===== src/design/das_pkg.sv =====
// ----------------------------------------------------------------------------
// das_pkg
// Types and constants shared by the door alarm supervisor modules.
// ----------------------------------------------------------------------------
package das_pkg;

    // One input word: a poll reply or an operator accept command.
    typedef struct packed {
        logic        func;
        logic        reply_empty;
        logic [7:0]  function_code;
        logic [7:0]  byte_count;
        logic [15:0] register_word;
        logic [31:0] now_seconds;
    } t_in_word;

    // One result word.
    typedef struct packed {
        logic [2:0] door_state;
        logic       state_changed;
        logic       raise_alarm;
        logic       log_open_event;
        logic       accept_offered;
        logic       link_good;
        logic       door_is_open;
    } t_out_word;

    // Configuration register values.
    typedef struct packed {
        logic [31:0] grace_delay;
        logic [7:0]  retry_limit;
        logic        supervision_off;
    } t_cfg;

    localparam int CFG_INDEX_W = 2;
    localparam int CFG_DATA_W  = 32;

    localparam logic [CFG_INDEX_W-1:0] CFG_GRACE_DELAY     = 2'd0;
    localparam logic [CFG_INDEX_W-1:0] CFG_RETRY_LIMIT     = 2'd1;
    localparam logic [CFG_INDEX_W-1:0] CFG_SUPERVISION_OFF = 2'd2;

    localparam logic [31:0] GRACE_DELAY_RST     = 32'd60;
    localparam logic [7:0]  RETRY_LIMIT_RST     = 8'd3;
    localparam logic        SUPERVISION_OFF_RST = 1'b0;

    // Door state codes as seen on the result word.
    localparam logic [2:0] CODE_OFFLINE    = 3'd0;
    localparam logic [2:0] CODE_EXCEPTION  = 3'd1;
    localparam logic [2:0] CODE_CLOSED     = 3'd2;
    localparam logic [2:0] CODE_OPEN_UNACK = 3'd3;
    localparam logic [2:0] CODE_OPEN_ACK   = 3'd4;

    localparam int         EXC_BIT_POS     = 7;
    localparam logic [7:0] FUNC_READ_INPUT = 8'h04;
    localparam logic [7:0] WANTED_BYTES    = 8'd2;
    localparam int         FAIL_COUNT_W    = 9;
    localparam logic [FAIL_COUNT_W-1:0] FAIL_COUNT_MAX = 9'd511;
    localparam logic [FAIL_COUNT_W-1:0] FAIL_COUNT_BOUND = 9'd256;

    typedef enum logic [4:0] {
        ST_OFFLINE    = 5'b00001,
        ST_EXCEPTION  = 5'b00010,
        ST_CLOSED     = 5'b00100,
        ST_OPEN_UNACK = 5'b01000,
        ST_OPEN_ACK   = 5'b10000
    } t_fsm_state;

endpackage


===== src/design/door_alarm_supervisor.sv =====
// ----------------------------------------------------------------------------
// door_alarm_supervisor
// Polled door sensor supervisor: link health, retry counting and alarm FSM.
// ----------------------------------------------------------------------------
//   channel   direction   signals                               width
//   in        to block    i_in_valid, o_in_stall, i_in_word     66
//   out       from block  o_out_valid, i_out_stall, o_out_word  9
//   cfg       to block    i_cfg_we, i_cfg_index, i_cfg_data     2 + 32
//
// One word is taken per cycle while the input side is not stalled. An accepted
// word is held in the input register; its result word is computed by the
// combinational state step and offered from the result register that follows.
// Reset is synchronous and active low; it empties both registers and returns
// the state machine to offline. A stall on the result side holds the result
// register and, once the input register is full, stalls the input side.
// ----------------------------------------------------------------------------
module door_alarm_supervisor
    import das_pkg::*;
(
    input  logic                   i_clk,
    input  logic                   i_rst_n,
    input  logic                   i_in_valid,
    output logic                   o_in_stall,
    input  t_in_word               i_in_word,
    output logic                   o_out_valid,
    input  logic                   i_out_stall,
    output t_out_word              o_out_word,
    input  logic                   i_cfg_we,
    input  logic [CFG_INDEX_W-1:0] i_cfg_index,
    input  logic [CFG_DATA_W-1:0]  i_cfg_data
);

    logic      r_in_valid;
    t_in_word  r_in_word;
    logic      r_out_valid;
    t_out_word r_out_word;
    logic      advance;
    logic      fire;
    logic      in_take;
    t_cfg      cfg;
    t_out_word result;

    assign advance    = !r_out_valid || !i_out_stall;
    assign fire       = r_in_valid && advance;
    assign o_in_stall = r_in_valid && !advance;
    assign in_take    = i_in_valid && !o_in_stall;

    das_cfg u_cfg (
        .i_clk       (i_clk),
        .i_rst_n     (i_rst_n),
        .i_cfg_we    (i_cfg_we),
        .i_cfg_index (i_cfg_index),
        .i_cfg_data  (i_cfg_data),
        .o_cfg       (cfg)
    );

    das_core u_core (
        .i_clk    (i_clk),
        .i_rst_n  (i_rst_n),
        .i_fire   (fire),
        .i_word   (r_in_word),
        .i_cfg    (cfg),
        .o_result (result)
    );

    always_ff @(posedge i_clk) begin
        if (!i_rst_n) begin
            r_in_valid  <= 1'b0;
            r_out_valid <= 1'b0;
        end else begin
            if (in_take)   r_in_valid <= 1'b1;
            else if (fire) r_in_valid <= 1'b0;
            if (fire)         r_out_valid <= 1'b1;
            else if (advance) r_out_valid <= 1'b0;
        end
    end

    always_ff @(posedge i_clk) begin
        if (in_take) r_in_word  <= i_in_word;
        if (fire)    r_out_word <= result;
    end

    assign o_out_valid = r_out_valid;
    assign o_out_word  = r_out_word;

    // The input side stalls only while a word waits behind a held result.
    a_stall_cause: assert property (@(posedge i_clk) disable iff (!i_rst_n)
        o_in_stall |-> (r_in_valid && r_out_valid && i_out_stall))
        else $error("input stalled without a held result");

endmodule


===== src/design/das_cfg.sv =====
// ----------------------------------------------------------------------------
// das_cfg
// Configuration registers of the door alarm supervisor.
// ----------------------------------------------------------------------------
module das_cfg
    import das_pkg::*;
(
    input  logic                   i_clk,
    input  logic                   i_rst_n,
    input  logic                   i_cfg_we,
    input  logic [CFG_INDEX_W-1:0] i_cfg_index,
    input  logic [CFG_DATA_W-1:0]  i_cfg_data,
    output t_cfg                   o_cfg
);

    t_cfg r_cfg;

    always_ff @(posedge i_clk) begin
        if (!i_rst_n) begin
            r_cfg.grace_delay     <= GRACE_DELAY_RST;
            r_cfg.retry_limit     <= RETRY_LIMIT_RST;
            r_cfg.supervision_off <= SUPERVISION_OFF_RST;
        end else if (i_cfg_we) begin
            unique case (i_cfg_index)
                CFG_GRACE_DELAY:     r_cfg.grace_delay     <= i_cfg_data;
                CFG_RETRY_LIMIT:     r_cfg.retry_limit     <= i_cfg_data[7:0];
                CFG_SUPERVISION_OFF: r_cfg.supervision_off <= i_cfg_data[0];
                default: begin
                    // Writes to unused indexes are dropped.
                end
            endcase
        end
    end

    assign o_cfg = r_cfg;

endmodule


===== src/design/das_core.sv =====
// ----------------------------------------------------------------------------
// das_core
// Link flags, retry counter, fault stamp and the alarm state machine.
// Computes one result word per word taken from the input register.
// ----------------------------------------------------------------------------
module das_core
    import das_pkg::*;
(
    input  logic      i_clk,
    input  logic      i_rst_n,
    input  logic      i_fire,
    input  t_in_word  i_word,
    input  t_cfg      i_cfg,
    output t_out_word o_result
);

    t_fsm_state              r_state, n_state;
    logic                    r_online, n_online;
    logic                    r_link, n_link;
    logic                    r_open, n_open;
    logic [FAIL_COUNT_W-1:0] r_fail_count, n_fail_count;
    logic [31:0]             r_fault_stamp, n_fault_stamp;

    logic [33:0]             grace_diff;
    logic                    grace_old;
    t_fsm_state              step1;
    t_fsm_state              step2;
    logic                    stamp1;
    logic                    stamp2;
    logic                    skip;
    logic                    from_reply;
    logic                    changed;
    logic                    entered;
    logic [FAIL_COUNT_W-1:0] fail_bumped;

    function automatic t_fsm_state next_state(
        input t_fsm_state prev,
        input logic       online,
        input logic       link,
        input logic       open_f,
        input logic       accept,
        input logic       sup_off,
        input logic       grace
    );
        t_fsm_state nxt;
        nxt = prev;
        unique case (prev)
            ST_OFFLINE: begin
                if (online && !link)        nxt = ST_EXCEPTION;
                else if (online && !open_f) nxt = ST_CLOSED;
                else if (online)            nxt = grace ? ST_OPEN_ACK : ST_OPEN_UNACK;
            end
            ST_EXCEPTION: begin
                if (!online)               nxt = ST_OFFLINE;
                else if (link && !open_f)  nxt = ST_CLOSED;
                else if (link)             nxt = grace ? ST_OPEN_ACK : ST_OPEN_UNACK;
            end
            ST_CLOSED: begin
                if (!online)     nxt = ST_OFFLINE;
                else if (!link)  nxt = ST_EXCEPTION;
                else if (open_f) nxt = ST_OPEN_UNACK;
            end
            ST_OPEN_UNACK: begin
                if (!online)                nxt = ST_OFFLINE;
                else if (!link)             nxt = ST_EXCEPTION;
                else if (accept || sup_off) nxt = ST_OPEN_ACK;
            end
            ST_OPEN_ACK: begin
                if (!online)      nxt = ST_OFFLINE;
                else if (!link)   nxt = ST_EXCEPTION;
                else if (!open_f) nxt = ST_CLOSED;
            end
            default: nxt = ST_OFFLINE;
        endcase
        return nxt;
    endfunction

    function automatic logic [2:0] state_code(input t_fsm_state st);
        logic [2:0] code;
        unique case (st)
            ST_OFFLINE:    code = CODE_OFFLINE;
            ST_EXCEPTION:  code = CODE_EXCEPTION;
            ST_CLOSED:     code = CODE_CLOSED;
            ST_OPEN_UNACK: code = CODE_OPEN_UNACK;
            ST_OPEN_ACK:   code = CODE_OPEN_ACK;
            default:       code = CODE_OFFLINE;
        endcase
        return code;
    endfunction

    // Signed distance from the fault stamp; a time before the stamp is inside.
    assign grace_diff = {2'b00, i_word.now_seconds} - {2'b00, r_fault_stamp};
    assign grace_old  = $signed(grace_diff) <= $signed({2'b00, i_cfg.grace_delay});

    assign fail_bumped = (r_fail_count < FAIL_COUNT_MAX) ? r_fail_count + FAIL_COUNT_W'(1)
                                                         : r_fail_count;

    always_comb begin
        n_online      = r_online;
        n_link        = r_link;
        n_open        = r_open;
        n_fail_count  = r_fail_count;
        n_fault_stamp = r_fault_stamp;
        skip          = 1'b0;
        from_reply    = 1'b0;
        step1         = r_state;
        step2         = r_state;
        stamp1        = 1'b0;
        stamp2        = 1'b0;

        if (i_word.func) begin
            // Acknowledge step, then a refresh step. A stamp taken in the first
            // step puts the second one at distance zero, inside the window.
            step1  = next_state(r_state, r_online, r_link, r_open, 1'b1,
                                i_cfg.supervision_off, grace_old);
            stamp1 = (step1 != r_state) &&
                     ((step1 == ST_OFFLINE) || (step1 == ST_EXCEPTION));
            step2  = next_state(step1, r_online, r_link, r_open, 1'b0,
                                i_cfg.supervision_off, grace_old || stamp1);
            stamp2 = (step2 != step1) &&
                     ((step2 == ST_OFFLINE) || (step2 == ST_EXCEPTION));
        end else begin
            if (i_word.reply_empty) begin
                if (r_fail_count > {1'b0, i_cfg.retry_limit}) n_link = 1'b0;
                else                                          n_fail_count = fail_bumped;
            end else begin
                if (i_word.function_code[EXC_BIT_POS]) begin
                    if ((r_fail_count > {1'b0, i_cfg.retry_limit}) || !r_online) begin
                        n_link       = 1'b0;
                        n_fail_count = '0;
                    end else begin
                        n_fail_count = fail_bumped;
                    end
                end else begin
                    n_link       = 1'b1;
                    n_fail_count = '0;
                end
                n_online = 1'b1;
                if (i_word.function_code == FUNC_READ_INPUT) begin
                    if (i_word.byte_count != WANTED_BYTES) begin
                        n_link = 1'b0;
                        skip   = 1'b1;
                    end else begin
                        n_open = i_word.register_word[0];
                    end
                end
            end
            if (!skip) begin
                from_reply = 1'b1;
                step2  = next_state(r_state, n_online, n_link, n_open, 1'b0,
                                    i_cfg.supervision_off, grace_old);
                stamp2 = (step2 != r_state) &&
                         ((step2 == ST_OFFLINE) || (step2 == ST_EXCEPTION));
            end
        end

        n_state = step2;
        if (stamp1 || stamp2) n_fault_stamp = i_word.now_seconds;
    end

    assign changed = (n_state != r_state);
    assign entered = from_reply && changed && (n_state == ST_OPEN_UNACK);

    assign o_result.door_state     = state_code(n_state);
    assign o_result.state_changed  = changed;
    assign o_result.raise_alarm    = entered && !i_cfg.supervision_off;
    assign o_result.log_open_event = entered;
    assign o_result.accept_offered = (n_state == ST_OPEN_UNACK);
    assign o_result.link_good      = n_link;
    assign o_result.door_is_open   = n_open;

    always_ff @(posedge i_clk) begin
        if (!i_rst_n) begin
            r_state       <= ST_OFFLINE;
            r_online      <= 1'b0;
            r_link        <= 1'b0;
            r_open        <= 1'b0;
            r_fail_count  <= '0;
            r_fault_stamp <= '0;
        end else if (i_fire) begin
            r_state       <= n_state;
            r_online      <= n_online;
            r_link        <= n_link;
            r_open        <= n_open;
            r_fail_count  <= n_fail_count;
            r_fault_stamp <= n_fault_stamp;
        end
    end

    // The counter only counts while it is at or below an 8-bit limit.
    a_fail_bound: assert property (@(posedge i_clk) disable iff (!i_rst_n)
        r_fail_count <= FAIL_COUNT_BOUND)
        else $error("retry counter passed its bound");

    // Every state other than offline is reached only once the device answered.
    a_online_left: assert property (@(posedge i_clk) disable iff (!i_rst_n)
        (r_state != ST_OFFLINE) |-> r_online)
        else $error("left offline without the device online");

    // An accept command never changes the link or door flags.
    a_accept_flags: assert property (@(posedge i_clk) disable iff (!i_rst_n)
        (i_fire && i_word.func) |=> ($stable(r_link) && $stable(r_open)))
        else $error("accept command changed a link or door flag");

endmodule


===== config.mk =====
export PLATFORM = sky130hd
export DESIGN_NAME = door_alarm_supervisor
export DESIGN_NICKNAME = d
export VERILOG_FILES = /design/src/design/das_pkg.sv /design/src/design/door_alarm_supervisor.sv /design/src/design/das_cfg.sv /design/src/design/das_core.sv
export SDC_FILE = /design/constraint.sdc
export NUM_CORES = 1
export LEC_CHECK = 0
export ABC_AREA = 1
export ABC_CLOCK_PERIOD_IN_PS = 4300
export BUFFER_PORTS_ARGS = -buffer_cell sky130_fd_sc_hd__buf_2
export CAP_MARGIN = 0
export CORE_UTILIZATION = 40
export CTS_BUF_LIST = sky130_fd_sc_hd__clkbuf_8
export DETAILED_ROUTE_END_ITERATION = 10
export SYNTH_ARGS = -nofsm -noshare
export SYNTH_HDL_FRONTEND = slang
export SYNTH_HIERARCHICAL = 1
export SYNTH_SLANG_ARGS = --single-unit

===== constraint.sdc =====
create_clock -name i_clk -period 4.3 [get_ports i_clk]
set_input_delay 0.86 -clock i_clk [delete_from_list [all_inputs] [get_ports i_clk]]
set_output_delay 0.86 -clock i_clk [all_outputs]
set_load 0.1 [all_outputs]

Word-level counts from Yosys, hierarchy flattened
Cells that the tools add are included.
Operators by class
  $add $sub $neg: 2
  equality and inequality tests: 27
  order comparisons: 3
  reductions and logical operators: 41
  bitwise logic cells: 1
  mux-type cells: 89
Operators with widths (count)
  $mux W5: 52
  $pmux W5 S5: 3
  $mux W9: 5
  $le A34 B33 Y1: 1
  $sub A32 B32 Y33: 1
  $mux W1: 28
  $eq A5 B2 Y1 const B: 5
  $eq A5 B1 Y1 const B: 4
  $ne A5 B5 Y1: 4
  $eq A5 B3 Y1 const B: 3
  $eq A5 B4 Y1 const B: 3
  $eq A5 B5 Y1 const B: 3
  $logic_and A1 B1 Y1: 15
  $pmux W3 S4: 1
  $logic_not A1 Y1: 10
  $reduce_and A2 Y1: 5
  $add A9 B1 Y9 const B: 1
  $gt A9 B8 Y1: 1
  $lt A9 B9 Y1 const B: 1
  $eq A8 B3 Y1 const B: 1
  $ne A8 B2 Y1 const B: 1
  $logic_or A1 B1 Y1: 7
  $reduce_bool A2 Y1: 2
  $reduce_and A3 Y1: 1
  other kinds (5): 5
Word-level totals
  input bits: 105
  register bits: 152

Logic depth before layout (Yosys ltp)
Gate-level depths: netlist (run 1).
  depth in word-level cells: 24
  mapped depth: 40
  mapped depth without buffers: 39

Modules after synthesis
The synthesis (run 1) kept the hierarchy.
Modules (own cells, without submodules)
  das_core: area an instance 5889.4 µm², instances 1, cells an instance 978
  door_alarm_supervisor: area an instance 2347.3 µm², instances 1, cells an instance 88
  das_cfg: area an instance 1829.3 µm², instances 1, cells an instance 259

Worst setup path before layout (run 1)
OpenSTA, ideal clock, no wires.
  path kind: flip-flop to flip-flop
  from: register r_in_word[2] (netlist name)
  to: register r_out_word (netlist bit o_out_word[5]), data pin
  stages on the path, launching flop included: 35
  library setup time: 0.251 ns
  path slack: -0.193 ns
  arrival: 4.241 ns
  cell sequence: edfxtp_1 -> ha_1 -> nand2_1 -> nand2_1 -> nand3_1 -> nand2_1 -> nor2_1 -> o21ai_1 -> a21boi_1 -> o21ai_2 -> a21oi_1 -> o21ai_1 -> a21boi_1 -> o21bai_1 -> nand3_1 -> nand2_1 -> xor2_1 -> ha_1 -> nand2_1 -> inv_1 -> nand3_1 -> nor3_1 -> nand2_1 -> o21a_1 -> nand2_2 -> nand2_1 -> nand2_1 -> nand3_1 -> nand3_1 -> nand2_1 -> nand2_1 -> nand3_1 -> nor2_1 -> nand3_1 -> buf_4
On the way
  cells in the longest elaborated chain, start to end: 20
  elaborated cells between the ends (all ways): 50
  those cells by class: add/sub: 1; order compare: 1; eq/ne: 7; mux: 38; reduce/logical: 3
RTL lines
  start: declaration: RTL line door_alarm_supervisor.sv:34  | t_in_word r_in_word;
  start signal: assignment: RTL line door_alarm_supervisor.sv:79  | if (in_take) r_in_word <= i_in_word;
  $sub A32 B32 Y33 (*): RTL line das_core.sv:92  | assign grace_diff = {2'b00, i_word.now_seconds} - {2'b00, r_fault_stamp};
  $le A34 B33 Y1 (*): RTL line das_core.sv:93  | assign grace_old = $signed(grace_diff) <= $signed({2'b00, i_cfg.grace_delay});
  $mux W5: RTL line das_core.sv:51, das_core.sv:56
  $mux W5, on equally long branches: RTL line das_core.sv:56, das_core.sv:51
  $mux W5, on equally long branches: RTL line das_core.sv:55, das_core.sv:50
  $mux W5, on equally long branches: RTL line das_core.sv:54, das_core.sv:49
  $pmux W5 S5: RTL line das_core.sv:47  | unique case (prev)
  $mux W5: RTL line das_core.sv:111  | if (i_word.func) begin
  (+5 left out)
  $mux W5, on equally long branches: RTL line das_core.sv:56, das_core.sv:51
  $mux W5, on equally long branches: RTL line das_core.sv:55, das_core.sv:50
  $mux W5, on equally long branches: RTL line das_core.sv:54, das_core.sv:49
  $pmux W5 S5: RTL line das_core.sv:47
  $mux W5: RTL line das_core.sv:111
  $mux W5 (*): RTL line das_core.sv:111
  $ne A5 B5 Y1 (*): RTL line das_core.sv:161  | assign changed = (n_state != r_state);
  net u_core.changed: RTL line das_core.sv:32  | logic changed;
  end signal: assignment: RTL line door_alarm_supervisor.sv:80  | if (fire) r_out_word <= result;
  end: declaration: RTL line door_alarm_supervisor.sv:36  | t_out_word r_out_word;
The timed path passes the listed nets; every way through them passes the cells marked *. The select of a mux whose other input is x is not followed.
A chain may end at the register's enable or synchronous reset.

Final worst setup path (run 1)
  from: register r_in_word[2] (netlist name)
  to: register u_core.r_fault_stamp[11]
On the way
  cells in the longest elaborated chain, start to end: 24
  elaborated cells between the ends (all ways): 62
  those cells by class: add/sub: 1; order compare: 1; eq/ne: 12; mux: 39; reduce/logical: 9
RTL lines
  $sub A32 B32 Y33 (*): RTL line das_core.sv:92
  $le A34 B33 Y1 (*): RTL line das_core.sv:93
  $mux W5: RTL line das_core.sv:51, das_core.sv:56
  $mux W5, on equally long branches: RTL line das_core.sv:56, das_core.sv:51
  $mux W5, on equally long branches: RTL line das_core.sv:55, das_core.sv:50
  $mux W5, on equally long branches: RTL line das_core.sv:54, das_core.sv:49
  $pmux W5 S5: RTL line das_core.sv:47
  $mux W5: RTL line das_core.sv:111
  (+8 left out)
  $pmux W5 S5: RTL line das_core.sv:47
  $mux W5: RTL line das_core.sv:111
  $eq A5 B1 Y1 / $eq A5 B2 Y1 (equally long branches): RTL line das_core.sv:121  | ((step2 == ST_OFFLINE) || (step2 == ST_EXCEPTION));
  $logic_or A1 B1 Y1: RTL line das_core.sv:121
  $logic_and A1 B1 Y1: RTL line das_core.sv:120  | stamp2 = (step2 != step1) &&
  $mux W1: RTL line das_core.sv:111
  $logic_or A1 B1 Y1 (*): RTL line das_core.sv:158  | if (stamp1 || stamp2) n_fault_stamp = i_word.now_seconds;
  $reduce_and A2 Y1 (no source line) (*)
  end signal: assignment: RTL line das_core.sv:186  | r_fault_stamp <= n_fault_stamp;
  end: declaration: RTL line das_core.sv:22  | logic [31:0] r_fault_stamp, n_fault_stamp;
Every way passes the cells marked *; elsewhere a longest branch is shown, timed or not. The select of a mux whose other input is x is not followed.

==> results_dict.tcl, run 1 <==
set metrics [dict create \
    min_from "u_cfg/o_cfg[12]" \
    rrSetupSlack_ps -430 \
    fin_skew_ps 12.2 \
    syn-instance-count 1310 \
    vias 8687 \
    worst_pin_slew_ps 1160 \
    fin_nets 1657 \
    fillers 2379 \
    cts.sinks 152 \
    crit_type "reg2reg" \
    initial_core_util_pct 40.8 \
    area_growth_pct 21.3 \
    grt_max_degree 76 \
    drt_pass1_iterations 5 \
    htree_num_levels 4 \
    finalCritPeriodShare_pct 110 \
    regArea_sq_um 3640 \
    place_congestion 0.867 \
    power_leakage_nw 5.50 \
    final_hold_viol_count 0 \
    cts_hold_buf 0 \
    synth_nets 1489 \
    clk_pin_slew_worst_paths_ps 100 \
    total_power_w 0.00411 \
    critPathSlowestCell "edfxtp_1" \
    clockPowerShare_pct 26.8 \
    die_h_microns 157 \
    crit_path_max_incr_delay_ps 440 \
    cts_root_buffer "clkbuf_8" \
    numCtsBuffers 17 \
    worst-path-max-fanout 11 \
    dieArea_sq_um 24700 \
    final.min_clock_period_ps 4730 \
    multi_input_area_sq_um 5020 \
    setup_viol 41 \
    mostFrequentLayoutCell "nand2_1" \
    cts_tree "built" \
    syn_area_sq_um 9620 \
    final_cell_area_sq_um 11700 \
    placed_cell_area_sq_um 10800 \
    antenna_found_initial 3 \
    fp.dieW_microns 157 \
    setup_slack_ps -432 \
    wl_mm 23.8 \
    combPwrFrac_pct 33.2 \
    place_ws_ps -416 \
    crit_path_start_kind "register" \
    worstReg2RegEnd "u_core/r_fault_stamp[11]" \
    internal_power_w 0.00268 \
    avgSynthCellArea_sq_um 7.34 \
    clk_path_buf_depth 2 \
    gr-usage-all-layers_pct 19.5 \
    ir_drop_uv 175 \
    worst-path-buf-inv 4 \
    seqPwrFrac_pct 40.0 \
    wl_per_cell_microns 13.1 \
    postRouteAntennaNets 0 \
    reg2reg_from "r_in_word[2]" \
    vias_per_cell 4.79 \
    drtIter0Drc 570 \
    violations "setup timing" \
    slew_headroom_pct 22.7 \
    ff2ff_path_depth 36 \
    path_common_cell "nand2_1" \
    final-max-slew-violation-count 0 \
    holdPathStages 2 \
    cp_top_family "simple AND/OR/NAND/NOR gates" \
    overflow 0 \
    core_area_sq_um 23500 \
    end_kind "register" \
    drive_above_1_share_pct 19.2 \
    rows 56 \
    cp-startpoint "r_in_word[2]" \
    p_per_area_nw_per_um2 352 \
    required_ps 4660 \
    yosys_warnings 6 \
    clock_latency_ps 470 \
    most-common-layout-cells "248 x nand2_1, 229 x inv_1, 139 x nor2_1" \
    grt_pass1_wl_mm 37.9 \
    cp_data_arrival_time_ps 5090 \
    min_path_type "reg2reg" \
    rsz0062_at_grt "yes" \
    switching_share_pct 34.7 \
    critical_path_depth 36 \
    remaining_drc_errors 0 \
    dpl.hpwl_mm 16.7 \
    grt_pass1_vias 7981 \
    drv_cap 0 \
    port_buffers 100 \
    p_switching_w 0.00143 \
    fmax_ghz 0.211 \
    status "finished, violations left" \
    pin_count 116 \
    whs_endpoint "u_cfg/o_cfg[12]" \
]
## state kept, by name (all words and copies together) (netlist names)
signal                cells
u_core/r_state            5
u_core/r_fail_count       9
u_core/r_link             1
u_core/r_fault_stamp     32
u_core/r_online           1
o_out_valid               1
o_out_word                9
u_core/r_open             1
r_in_valid                1
r_in_word                51
u_cfg/o_cfg              41
## worst reg2reg max path: cells and delay by family, from the launching register on
family,cells,cell delay (ps)
fa+ha+maj,2,540
flops,1,440
simple gates,20,1770
compound gates,9,1260
buf+inv,4,450
xor+xnor,1,160
## power groups by stage
stage          sequential, W  clock (W)  combinational [W]
3_3_place_gp         0.00167          0            0.00116
5_1_grt              0.00166    0.00120            0.00153
3_5_place_dp         0.00167          0            0.00117
6_report             0.00164    0.00110            0.00136
2_1_floorplan        0.00169          0           0.000812
4_1_cts              0.00164    0.00114            0.00128
## per-layer routing
layer / vias to the layer above / track usage, % / share of wire (%)
met2: 160 / 34.1 / 49
met5: - / 0 / 0.072
met1: 3936 / 24.2 / 46
met4: 2 / 5.27 / 1.2
met3: 22 / 3.99 / 4.3
li1: 4567 / - / -
## area by class of cell
cell class | count | share of cell area [%]
inverters | 231 | 7.44
clock buffers | 18 | 2.12
multi-input cells | 881 | 43.1
flip-flops and latches | 152 | 31.2
repair buffers | 195 | 11.5
clock inverters | 14 | 1.19
well taps | 319 | 3.42
diodes | 2 | 0.0429
## repair_timing
item,CTS,global route
gates cloned,2,4
setup buffers,11,10
gates resized for setup,28,34
setup endpoints to repair,41,41
pin swaps,14,29
## metrics by stage
| step | TNS, ps | cells | hold slack (ps) | util, % |
|---|---|---|---|---|
| after floorplan | 0 | 1310 | 429 | - |
| after global placement | -10990 | 1753 | 443 | 45.8 |
| after detailed placement | -14340 | 1753 | 445 | 45.8 |
| after CTS | -12760 | 1798 | 470 | 48.4 |
| after global routing | -27000 | 1810 | 508 | 49.5 |
| final | -14700 | 1812 | 468 | 49.5 |
## worst max-delay path by stage
stage                          endpoint
2_1_floorplan             o_out_word[5]
3_3_place_gp    u_core/r_fault_stamp[1]
3_5_place_dp   u_core/r_fault_stamp[15]
4_1_cts         u_core/r_fault_stamp[8]
5_1_grt        u_core/r_fault_stamp[10]
6_report       u_core/r_fault_stamp[11]
Note: power is estimated with default switching activity, not from simulation.
==> run 2: changes to the inputs <==
- SYNTH_HIERARCHICAL: 1 -> not set
==> run 2 against run 1 <==
The flow finishes with violations (DRC, setup timing); sequential power about the same; critical endpoint is now u_core.r_fault_stamp[11]; synthesized cell count decreased by 12%; largest cell class unchanged; maximum frequency about the same; first-iteration DRC count decreased by 19%; design area decreased by 3.0%.
==> results_dict.tcl, run 2 <==
set metrics [dict create \
    worst-path-max-fanout 7 \
    drv_cap 0 \
    setup_slack_ps -430 \
    fin_skew_ps 22.2 \
    rows 54 \
    stdcell_count 1629 \
    cp_top_family "simple AND/OR/NAND/NOR gates" \
    htree_num_levels 4 \
    syn_area_sq_um 9070 \
    p_per_area_nw_per_um2 369 \
    grt_max_degree 74 \
    status "finished, violations left" \
    gr-usage-all-layers_pct 19.6 \
    min_path_type "reg2reg" \
    overflow 0 \
    core_area_sq_um 22000 \
    wl_met1_mm 10.6 \
    dominantRegCellSynth "dfxtp_1" \
    fillers 2099 \
    initial_core_util_pct 41.2 \
    synth_cell_types 51 \
    most-common-layout-cells "189 x nand2_1, 180 x inv_1, 124 x a21oi_1" \
    synth_top_area_cell "dfxtp_1" \
    final_hold_viol_count 0 \
    netlist_top_cells_area "dfxtp_1 20%, edfxtp_1 20%, ha_1 10%" \
    fp.dieW_microns 153 \
    crit_path_max_incr_delay_ps 450 \
    end_kind "register" \
    cts_root_buffer "clkbuf_8" \
    finalCritPeriodShare_pct 110 \
    ys_seq_elements 152 \
    grt_pass1_wl_mm 36.8 \
    final-max-slew-violation-count 0 \
    met3_length_microns 795 \
    power_leakage_nw 5.08 \
    seq_area_frac_synth_pct 40.2 \
    crit_type "reg2reg" \
    cts_tree "built" \
    critPathSlowestCell "edfxtp_1" \
    wl_mm 22.6 \
    worst-path-buf-inv 2 \
    regMostFlops "r_in_word" \
    die_h_microns 153 \
    mostFrequentLayoutCell "nand2_1" \
    area_growth_pct 24.6 \
    cp_data_arrival_time_ps 5070 \
    synth-edff-count 60 \
    crit_path_start_kind "register" \
    vias_per_cell 4.94 \
    wl_met2_mm 10.7 \
    dpl.hpwl_mm 16.1 \
    synth_nets 1338 \
    syn-instance-count 1159 \
    postRouteAntennaNets 0 \
    total_power_w 0.00417 \
    clk_pin_slew_worst_paths_ps 80 \
    ir_drop_uv 188 \
    drtIter0Drc 459 \
    violations "DRC, setup timing" \
    fin_util_pct 51.3 \
    path_common_cell "nand2_1" \
    port_buffers 100 \
    dieArea_sq_um 23300 \
    drt_pass1_iterations 10 \
    fmax_ghz 0.211 \
    rsz0062_at_grt "yes" \
    placedCellCount 1567 \
    grt_pass1_vias 7617 \
    drive_above_1_share_pct 24.5 \
    avgSynthCellArea_sq_um 7.83 \
    placed_cell_area_sq_um 10300 \
    yosys_warnings 0 \
    vias 8042 \
    top_layer_used "met4" \
    final_cell_area_sq_um 11300 \
    synth_common_cells "206 x nand2_1, 182 x inv_1, 133 x a21oi_1, 97 x nor2_1, 92 x dfxtp_1" \
    wl_per_cell_microns 13.9 \
    clk_path_buf_depth 2 \
    required_ps 4640 \
    final.min_clock_period_ps 4730 \
    numCtsBuffers 17 \
    clock_latency_ps 460 \
    remaining_drc_errors 3 \
    async_flop_share_pct 0 \
    pin_count 116 \
    hold_ws_ps 462 \
    synth_top_area_share_pct 20.3 \
    yosysMostFrequentCell "nand2_1" \
    worst_pin_slew_ps 960 \
    antenna_found_initial 0 \
    fin_nets 1515 \
    largest_reg_flops 51 \
    setup_viol 41 \
    slew_headroom_pct 36.0 \
    antenna_cells 0 \
    cts.sinks 152 \
    place_congestion 0.887 \
]
-- run 2: worst reg2reg max path, delay by kind of cell (launching register included) --
kind | cells | cell delay (ps)
compound gates | 10 | 1340
fa+ha+maj | 2 | 570
buf+inv | 2 | 320
flops | 1 | 450
simple gates | 23 | 1950
-- run 2: cells by family (layout without fill, tap and decap cells) --
kind of cell / count (synthesis) / in the layout / share of synthesized area, %
AND/OR/NAND/NOR: 423 / 423 / 21.3
AO/OA/AOI/OAI: 248 / 248 / 14.8
XOR/XNOR: 36 / 36 / 3.47
buffers and inverters: 226 / 416 / 9.94
flip-flops: 152 / 152 / 40.2
adder cells (fa/ha/maj): 74 / 74 / 10.3
-- run 2: what timing repair did --
item / 4_1_cts / 5_1_grt
gates resized for setup: 40 / 36
cloned: 2 / 2
pin swaps: 19 / 39
hold buffers: 0 / 0
endpoints found under the setup margin: 41 / 41
buffers inserted: 17 / 11
-- run 2: metal layers --
metal | GRT usage (%) | vias up
li1 | - | 4177
met1 | 25.1 | 3676
met2 | 33.1 | 155
met3 | 3.36 | 34
met4 | 7.31 | 0
met5 | 0 | -
-- run 2: final cells by class --
type	instances	area, sq um	share of cell area, %
clock buffers	17	234	2.07
flip-flops and latches	152	3640	32.2
inverters	192	723	6.40
clock inverters	15	188	1.66
repair buffers	192	1320	11.6
multi-input cells	781	4850	42.9
well taps	280	350	3.10
-- run 2: report_power, final --
group / switching, W / leakage (nW) / total, W / internal (W)
Clock: 0.000563 / 0.225 / 0.00119 / 0.000626
Sequential: 0.0000524 / 1.33 / 0.00164 / 0.00159
Combinational: 0.000748 / 3.52 / 0.00134 / 0.000597
Total: 0.00136 / 5.08 / 0.00417 / 0.00281
-- run 2: final timing paths --
kind / start / endpoint / slack (ps) / cells after the start
min reg2reg: u_cfg.o_cfg[38] / u_cfg.o_cfg[38] / 460 / 2
min: u_cfg.o_cfg[38] / u_cfg.o_cfg[38] / 460 / 2
max: r_in_word[1] / u_core.r_fault_stamp[11] / -430 / 37
max reg2reg: r_in_word[1] / u_core.r_fault_stamp[11] / -430 / 37
-- run 2: metrics by stage --
| step | setup slack, ps | setup TNS [ps] |
|---|---|---|
| 4_1_cts | -364 | -12010 |
| 2_1_floorplan | 23.4 | 0 |
| 3_5_place_dp | -527 | -19980 |
| 6_report | -430 | -14260 |
| 5_1_grt | -841 | -31470 |
| 3_3_place_gp | -462 | -17290 |
